$ cat src/design/msp_pkg.sv
`default_nettype none

package msp_pkg;

   localparam int NUM_CHANNELS = 4;
   localparam int PAYLOAD_DEPTH = 2 * NUM_CHANNELS;
   localparam int CH_OUT = 4;
   localparam int PAY_SLOTS = (PAYLOAD_DEPTH > 2 * CH_OUT) ? PAYLOAD_DEPTH : 2 * CH_OUT;

   localparam logic [7:0] HDR_START = 8'h24;
   localparam logic [7:0] HDR_M = 8'h4D;
   localparam logic [7:0] HDR_DIR = 8'h3C;
   localparam logic [15:0] CHANNEL_RESET = 16'd1500;

   localparam logic [8:0] POS_HUNT = 9'd0;
   localparam logic [8:0] POS_M = 9'd1;
   localparam logic [8:0] POS_DIR = 9'd2;
   localparam logic [8:0] POS_LEN = 9'd3;
   localparam logic [8:0] POS_CMD = 9'd4;
   localparam logic [8:0] POS_DATA = 9'd5;

   localparam logic [7:0] SET_CH_RESET = 8'd200;
   localparam logic [7:0] ARM_RESET = 8'd201;
   localparam logic [7:0] DISARM_RESET = 8'd202;

   localparam int ADDR_W = 4;
   localparam logic [1:0] REG_SET_CH = 2'd0;
   localparam logic [1:0] REG_ARM = 2'd1;
   localparam logic [1:0] REG_DISARM = 2'd2;

   typedef logic [15:0] ch_type;
   typedef logic [7:0] byte_type;

endpackage

`default_nettype wire

$ cat src/design/msp_frame_receiver.sv
`default_nettype none
// Latency: a frame's result is registered at the edge that accepts its checksum byte
// and shows on the rsp_ outputs in the next cycle.
// Throughput: one byte per cycle; the result register stalls input only while a
// result is held and rsp_ready is low.
// Reset (synchronous, active high): parser hunts for the start byte, channels 1500,
// disarmed, command codes 200/201/202.

module msp_frame_receiver (
   input  wire logic        clock,
   input  wire logic        reset,
   input  wire logic        req_valid,
   output logic             req_ready,
   input  wire logic [7:0]  req_rx_byte,
   output logic             rsp_valid,
   input  wire logic        rsp_ready,
   output logic [7:0]       rsp_command,
   output logic             rsp_checksum_ok,
   output logic [15:0]      rsp_throttle,
   output logic [15:0]      rsp_yaw,
   output logic [15:0]      rsp_pitch,
   output logic [15:0]      rsp_roll,
   output logic             rsp_armed,
   input  wire logic        psel,
   input  wire logic        penable,
   input  wire logic        pwrite,
   input  wire logic [msp_pkg::ADDR_W-1:0] paddr,
   input  wire logic [31:0] pwdata,
   output logic [31:0]      prdata,
   output logic             pready
);

   logic [7:0] set_ch_code_ff, arm_code_ff, disarm_code_ff;
   logic [8:0] pos_ff, pos_in;
   logic [7:0] len_ff, len_in;
   logic [7:0] chk_ff, chk_in;
   logic [7:0] cmd_ff, cmd_in;
   msp_pkg::byte_type pay_ff [msp_pkg::PAY_SLOTS];
   msp_pkg::byte_type pay_view [msp_pkg::PAY_SLOTS];
   msp_pkg::ch_type ch_ff [msp_pkg::CH_OUT];
   msp_pkg::ch_type ch_in [msp_pkg::CH_OUT];
   logic armed_ff, armed_in;

   logic rsp_valid_ff;
   logic [7:0] rsp_cmd_ff;
   logic rsp_ok_ff;
   msp_pkg::ch_type rsp_ch_ff [msp_pkg::CH_OUT];
   logic rsp_armed_ff;

   logic req_fire, in_frame, frame_done, sum_ok, pay_wr;
   logic [8:0] pay_offs;
   logic [1:0] reg_idx;
   logic cfg_wr;

   assign req_ready = !rsp_valid_ff || rsp_ready;
   assign req_fire = req_valid && req_ready;

   assign pready = 1'b1;
   assign reg_idx = paddr[3:2];
   assign cfg_wr = psel && penable && pwrite;

   always_comb begin
      case (reg_idx)
         msp_pkg::REG_SET_CH: prdata = {24'd0, set_ch_code_ff};
         msp_pkg::REG_ARM:    prdata = {24'd0, arm_code_ff};
         msp_pkg::REG_DISARM: prdata = {24'd0, disarm_code_ff};
         default:             prdata = 32'd0;
      endcase
   end

   assign in_frame = pos_ff >= msp_pkg::POS_DATA;
   assign frame_done = in_frame && (pos_ff >= ({1'b0, len_ff} + msp_pkg::POS_DATA));
   assign sum_ok = req_rx_byte == chk_ff;
   assign pay_offs = pos_ff - msp_pkg::POS_DATA;
   assign pay_wr = in_frame && (pay_offs < 9'(msp_pkg::PAYLOAD_DEPTH));

   always_comb begin
      for (int k = 0; k < msp_pkg::PAY_SLOTS; k++) begin
         pay_view[k] = (pay_wr && pay_offs == 9'(k)) ? req_rx_byte : pay_ff[k];
      end
   end

   always_comb begin
      pos_in = pos_ff;
      len_in = len_ff;
      chk_in = chk_ff;
      cmd_in = cmd_ff;
      armed_in = armed_ff;
      for (int i = 0; i < msp_pkg::CH_OUT; i++) begin
         ch_in[i] = ch_ff[i];
      end
      case (pos_ff)
         msp_pkg::POS_HUNT: begin
            pos_in = (req_rx_byte == msp_pkg::HDR_START) ? msp_pkg::POS_M : msp_pkg::POS_HUNT;
         end
         msp_pkg::POS_M: begin
            pos_in = (req_rx_byte == msp_pkg::HDR_M) ? msp_pkg::POS_DIR : msp_pkg::POS_HUNT;
         end
         msp_pkg::POS_DIR: begin
            pos_in = (req_rx_byte == msp_pkg::HDR_DIR) ? msp_pkg::POS_LEN : msp_pkg::POS_HUNT;
         end
         msp_pkg::POS_LEN: begin
            len_in = req_rx_byte;
            chk_in = req_rx_byte;
            pos_in = msp_pkg::POS_CMD;
         end
         msp_pkg::POS_CMD: begin
            cmd_in = req_rx_byte;
            chk_in = chk_ff ^ req_rx_byte;
            pos_in = msp_pkg::POS_DATA;
         end
         default: begin
            if (frame_done) begin
               pos_in = msp_pkg::POS_HUNT;
               if (sum_ok) begin
                  if (cmd_ff == set_ch_code_ff) begin
                     for (int i = 0; i < msp_pkg::CH_OUT; i++) begin
                        if (i < msp_pkg::NUM_CHANNELS) begin
                           ch_in[i] = {pay_view[2 * i + 1], pay_view[2 * i]};
                        end
                     end
                  end else if (cmd_ff == arm_code_ff) begin
                     armed_in = 1'b1;
                  end else if (cmd_ff == disarm_code_ff) begin
                     armed_in = 1'b0;
                  end
               end
            end else begin
               chk_in = chk_ff ^ req_rx_byte;
               pos_in = pos_ff + 9'd1;
            end
         end
      endcase
   end

   always_ff @(posedge clock) begin
      if (reset) begin
         set_ch_code_ff <= msp_pkg::SET_CH_RESET;
         arm_code_ff <= msp_pkg::ARM_RESET;
         disarm_code_ff <= msp_pkg::DISARM_RESET;
      end else if (cfg_wr) begin
         case (reg_idx)
            msp_pkg::REG_SET_CH: set_ch_code_ff <= pwdata[7:0];
            msp_pkg::REG_ARM:    arm_code_ff <= pwdata[7:0];
            msp_pkg::REG_DISARM: disarm_code_ff <= pwdata[7:0];
            default: ;
         endcase
      end
   end

   always_ff @(posedge clock) begin
      if (reset) begin
         pos_ff <= msp_pkg::POS_HUNT;
         len_ff <= 8'd0;
         chk_ff <= 8'd0;
         cmd_ff <= 8'd0;
         armed_ff <= 1'b0;
         for (int i = 0; i < msp_pkg::CH_OUT; i++) begin
            ch_ff[i] <= msp_pkg::CHANNEL_RESET;
         end
      end else if (req_fire) begin
         pos_ff <= pos_in;
         len_ff <= len_in;
         chk_ff <= chk_in;
         cmd_ff <= cmd_in;
         armed_ff <= armed_in;
         for (int i = 0; i < msp_pkg::CH_OUT; i++) begin
            ch_ff[i] <= ch_in[i];
         end
      end
   end

   always_ff @(posedge clock) begin
      if (req_fire && pay_wr) begin
         for (int k = 0; k < msp_pkg::PAY_SLOTS; k++) begin
            if (pay_offs == 9'(k)) begin
               pay_ff[k] <= req_rx_byte;
            end
         end
      end
   end

   always_ff @(posedge clock) begin
      if (reset) begin
         rsp_valid_ff <= 1'b0;
      end else if (req_fire && frame_done) begin
         rsp_valid_ff <= 1'b1;
      end else if (rsp_ready) begin
         rsp_valid_ff <= 1'b0;
      end
   end

   always_ff @(posedge clock) begin
      if (req_fire && frame_done) begin
         rsp_cmd_ff <= cmd_ff;
         rsp_ok_ff <= sum_ok;
         rsp_armed_ff <= armed_in;
         for (int i = 0; i < msp_pkg::CH_OUT; i++) begin
            rsp_ch_ff[i] <= ch_in[i];
         end
      end
   end

   assign rsp_valid = rsp_valid_ff;
   assign rsp_command = rsp_cmd_ff;
   assign rsp_checksum_ok = rsp_ok_ff;
   assign rsp_throttle = rsp_ch_ff[0];
   assign rsp_yaw = rsp_ch_ff[1];
   assign rsp_pitch = rsp_ch_ff[2];
   assign rsp_roll = rsp_ch_ff[3];
   assign rsp_armed = rsp_armed_ff;

`ifndef SYNTH
   a_pos_bound: assert property (@(posedge clock) disable iff (reset)
      in_frame |-> pos_ff <= ({1'b0, len_ff} + msp_pkg::POS_DATA))
      else $error("position past end of frame");

   a_stall_only_full: assert property (@(posedge clock) disable iff (reset)
      !req_ready |-> rsp_valid_ff)
      else $error("input stalled with empty result register");

   a_done_gives_rsp: assert property (@(posedge clock) disable iff (reset)
      (req_fire && frame_done) |=> rsp_valid_ff && pos_ff == msp_pkg::POS_HUNT)
      else $error("completed frame did not register a result");

   a_bad_sum_keeps_state: assert property (@(posedge clock) disable iff (reset)
      (req_fire && frame_done && !sum_ok) |=>
         $stable(armed_ff) && $stable(ch_ff[0]) && $stable(ch_ff[1])
         && $stable(ch_ff[2]) && $stable(ch_ff[3]))
      else $error("bad checksum changed channels or armed flag");
`endif

endmodule

`default_nettype wire
$ cat config.mk
export PLATFORM = sky130hd
export DESIGN_NAME = msp_frame_receiver
export DESIGN_NICKNAME = d
export VERILOG_FILES = /design/src/design/msp_pkg.sv /design/src/design/msp_frame_receiver.sv
export SDC_FILE = /design/constraint.sdc
export NUM_CORES = 1
export LEC_CHECK = 0
export BUFFER_PORTS_ARGS = -buffer_cell sky130_fd_sc_hd__buf_4
export CORE_MARGIN = 5
export CORE_UTILIZATION = 25
export CTS_CLUSTER_SIZE = 28
export DETAILED_ROUTE_END_ITERATION = 10
export GPL_TIMING_DRIVEN = 0
export HOLD_SLACK_MARGIN = 0.03
export PLACE_DENSITY = 0.46
export SLEW_MARGIN = 20
export SYNTH_ARGS = -nofsm -noshare
export SYNTH_HDL_FRONTEND = slang
export SYNTH_SLANG_ARGS = --single-unit
$ cat constraint.sdc
create_clock -name clock -period 10.2 [get_ports clock]
set_input_delay 0.51 -clock clock [delete_from_list [all_inputs] [get_ports clock]]
set_output_delay 0.51 -clock clock [all_outputs]
set_load 0.005 [all_outputs]
==> out/metrics.cfg <==
[timing]
fin_skew_ns = 0.0211
setup_viol = 0
slew_violations = 0
tightest_slew_ns = 1.12
post-route-min-period_ns = 3.72
max_slew_margin_pct = 25.5
min_period_over_period_pct = 36.5
finalSetupTns_ns = 0
grt_setup_unrepaired = false
finalHoldViolations = 0
clock.fmax_mhz = 268

[setup_path]
reg2reg_from = len_ff[0]
required_ns = 10.47
path_class = reg -> reg
worst_setup_path_start_kind = flop
r2r_cells = 11
r2r_end = rsp_ch_ff[3][8]
crit_arrival_ns = 3.99
crit_fanout = 10
r2r_slack_ns = 6.48
end_kind = flop

[routing]
via_per_inst = 4.68
wire_per_inst_um = 19.4
dr_total_vias = 8526
dr.pass1.iters = 4
drt_iter0_drc = 535
wirelength_um = 35300
drc_errors = 0
postRouteAntennaNets = 0

[final_layout]
finalNetCount = 1241
area_delta_synth_final_pct = 23.3
fin_util_pct = 31.0
n_antenna_cell = 0
drive_gt1_share_pct = 20.2

[cts]
ctsRootBufferMaster = clkbuf_16
post_cts_buffers = 0
clock_path_buffers = 3
cts_sinks = 261
htreeDepth = 1
clkTransAtPathRegs_ns = 0.06
numCtsBuffers = 31
cts_tree = yes
clk_latency_ns = 0.59
postCtsResizedCells = 0
hold_buffers = 0

[grt]
grt_start_max_net_pins = 50
grt-ovfl-total = 0
grt_first_pass_wirelength_um = 52900
grt_pass1_vias = 8412
antenna_found_initial = 0
grt_usage_pct = 12.7

[pwr]
power_density_nw_per_um2 = 161
clockPowerShare_pct = 47.8
switchingPower_uw = 537
switching_share_pct = 22.1
p_seq_share_pct = 47.7
intPower_mw = 1.89
power_mw = 2.43
combPwrFrac_pct = 4.5
p_leak_nw = 5.14
ir_drop_mv = 0.123

[yosys]
yosys.area.top_type = edfxtp_1
yosys-top-cells-count = edfxtp_1, mux2i_1, nand2_1, nor2_1, o21ai_0
synth_edf_count = 202
synthCells = 1006
synth-async-reset-ratio_pct = 0
synthesis.area_um2 = 12200
ys_seq_area_share_pct = 59.3
yosys_warnings = 0
yosysMostFrequentCell = edfxtp_1
synthTopCellsByArea = edfxtp_1, dfxtp_1, mux2i_1, a211oi_2, o21ai_0
ys_ff_latch = 261
synth_top_cell_area_share_pct = 49.6
synth_ff_type = edfxtp_1
avgSynthCellArea_um2 = 12.1
synth_cell_type_count = 53

[placed_design]
numPortBuffers = 107
dp_hpwl_um = 23800
finalWeightedCongestion = 0.804

[hold_path]
min-delay-start = pwdata[3]
worstHoldPathCells = 2
hold_path.class = in -> reg
min_to = disarm_code_ff[3]

[job]
maxCapViolations = 0

[floorplan]
initial_utilization_pct = 25.1
rows = 81
die_w_um = 231
io_pins = 160
dieArea_um2 = 53400
die_h_um = 231
fp.coreArea_um2 = 48600

[run_status]
status = completed

==> placed cells by master (no fill, tap or decap), types with 3 or more instances in the layout <==
cell type and n:
buf_2 9, nor2_1 71, a21oi_1 65, inv_1 10, clkinv_2 6, nor4_1 6
nor3_1 7, nand3_1 19, o311ai_0 8, a211o_1 7, clkinv_1 8, o21ai_1 3
buf_1 4, ha_1 16, xor2_1 31, o21ai_0 69, nand4_1 4, buf_4 132
or3_1 4, a211oi_2 34, xnor2_1 10, nor3_4 8, o211ai_1 31, a31oi_1 10
a211oi_1 3, clkbuf_16 31, bufinv_16 6, dfxtp_1 59, clkbuf_1 52, and3_1 10
nand2_1 81, and2_1 5, nor3b_1 4, nor2b_1 10, nand3b_1 5, edfxtp_1 202
mux2i_1 99, conb_1 25
==> power by group through the flow <==
stage          combinational [mW]  clock [mW]  sequential, mW
3_3_place_gp                0.108           0            1.18
2_1_floorplan              0.0602           0            1.18
5_1_grt                     0.120        1.23            1.16
4_1_cts                     0.111        1.19            1.16
6_report                    0.110        1.16            1.16
3_5_place_dp                0.110           0            1.18
==> critical path, stage by stage (launching register included) <==
cell and delay [ns]:
dfxtp_1 0.33, ha_1 0.26, o21ai_0 0.20, xor2_1 0.18, ha_1 0.26, a211oi_1 0.22
nor2_1 0.09, nor2_1 0.34, a2111o_1 0.37, clkbuf_1 0.39, clkbuf_1 0.46, o21ai_0 0.30
==> metrics by stage <==
step	std cells	cell area [um^2]	setup WS (ns)	hold WS, ns
finish	1820	15100	6.48	0.159
CTS	1820	15100	6.46	0.132
global placement	1758	13900	2.54	0.477
floorplan	1029	12300	4.79	0.461
detailed placement	1763	14000	6.48	0.480
global route	1820	15100	6.23	0.140
==> final cells by class <==
type                       instances  area, um^2
fill                            4941       33600
timing repair buffer             112         903
tap                              622         778
inverter                          11        43.8
multi-input combinational        671        4600
clock buffer                      36         795
sequential                       261        7250
buffer                            86         442
clock inverter                    21         260
==> per-layer routing <==
metal	up-vias	global-route usage, %	wire length, um
met5	-	0	0
met4	0	2.75	700
met3	46	2.18	1560
met2	203	20.9	16600
met1	4193	17.7	16400
li1	4084	-	-
==> cell families after synthesis <==
| family | count (synthesis) | synth area share, % |
|---|---|---|
| AOI/OAI and AO/OA | 246 | 14.1 |
| xor gates and xnor gates | 41 | 2.94 |
| adders and majority gates | 16 | 1.64 |
| buffers and inverters | 97 | 3.94 |
| DFF | 261 | 59.3 |
| muxes | 100 | 8.20 |
| other | 2 | 0.0615 |
| and+or+nand+nor | 243 | 9.86 |
==> how the worst max path moves through the flow <==
stage                   start               to
floorplan           len_ff[0]        rsp_armed
global placement    len_ff[0]  rsp_ch_ff[2][6]
detailed placement  len_ff[0]  rsp_ch_ff[3][8]
CTS                 len_ff[0]  rsp_ch_ff[3][8]
global route        len_ff[0]  rsp_ch_ff[3][8]
finish              len_ff[0]  rsp_ch_ff[3][8]
==> sequential cells by signal (all words and copies together) (netlist names), 9 cells and up <==
signal     count
ch_ff         64
rsp_ch_ff     64
pay_ff        64
pos_ff         9
(Power assumes the default switching activity.)
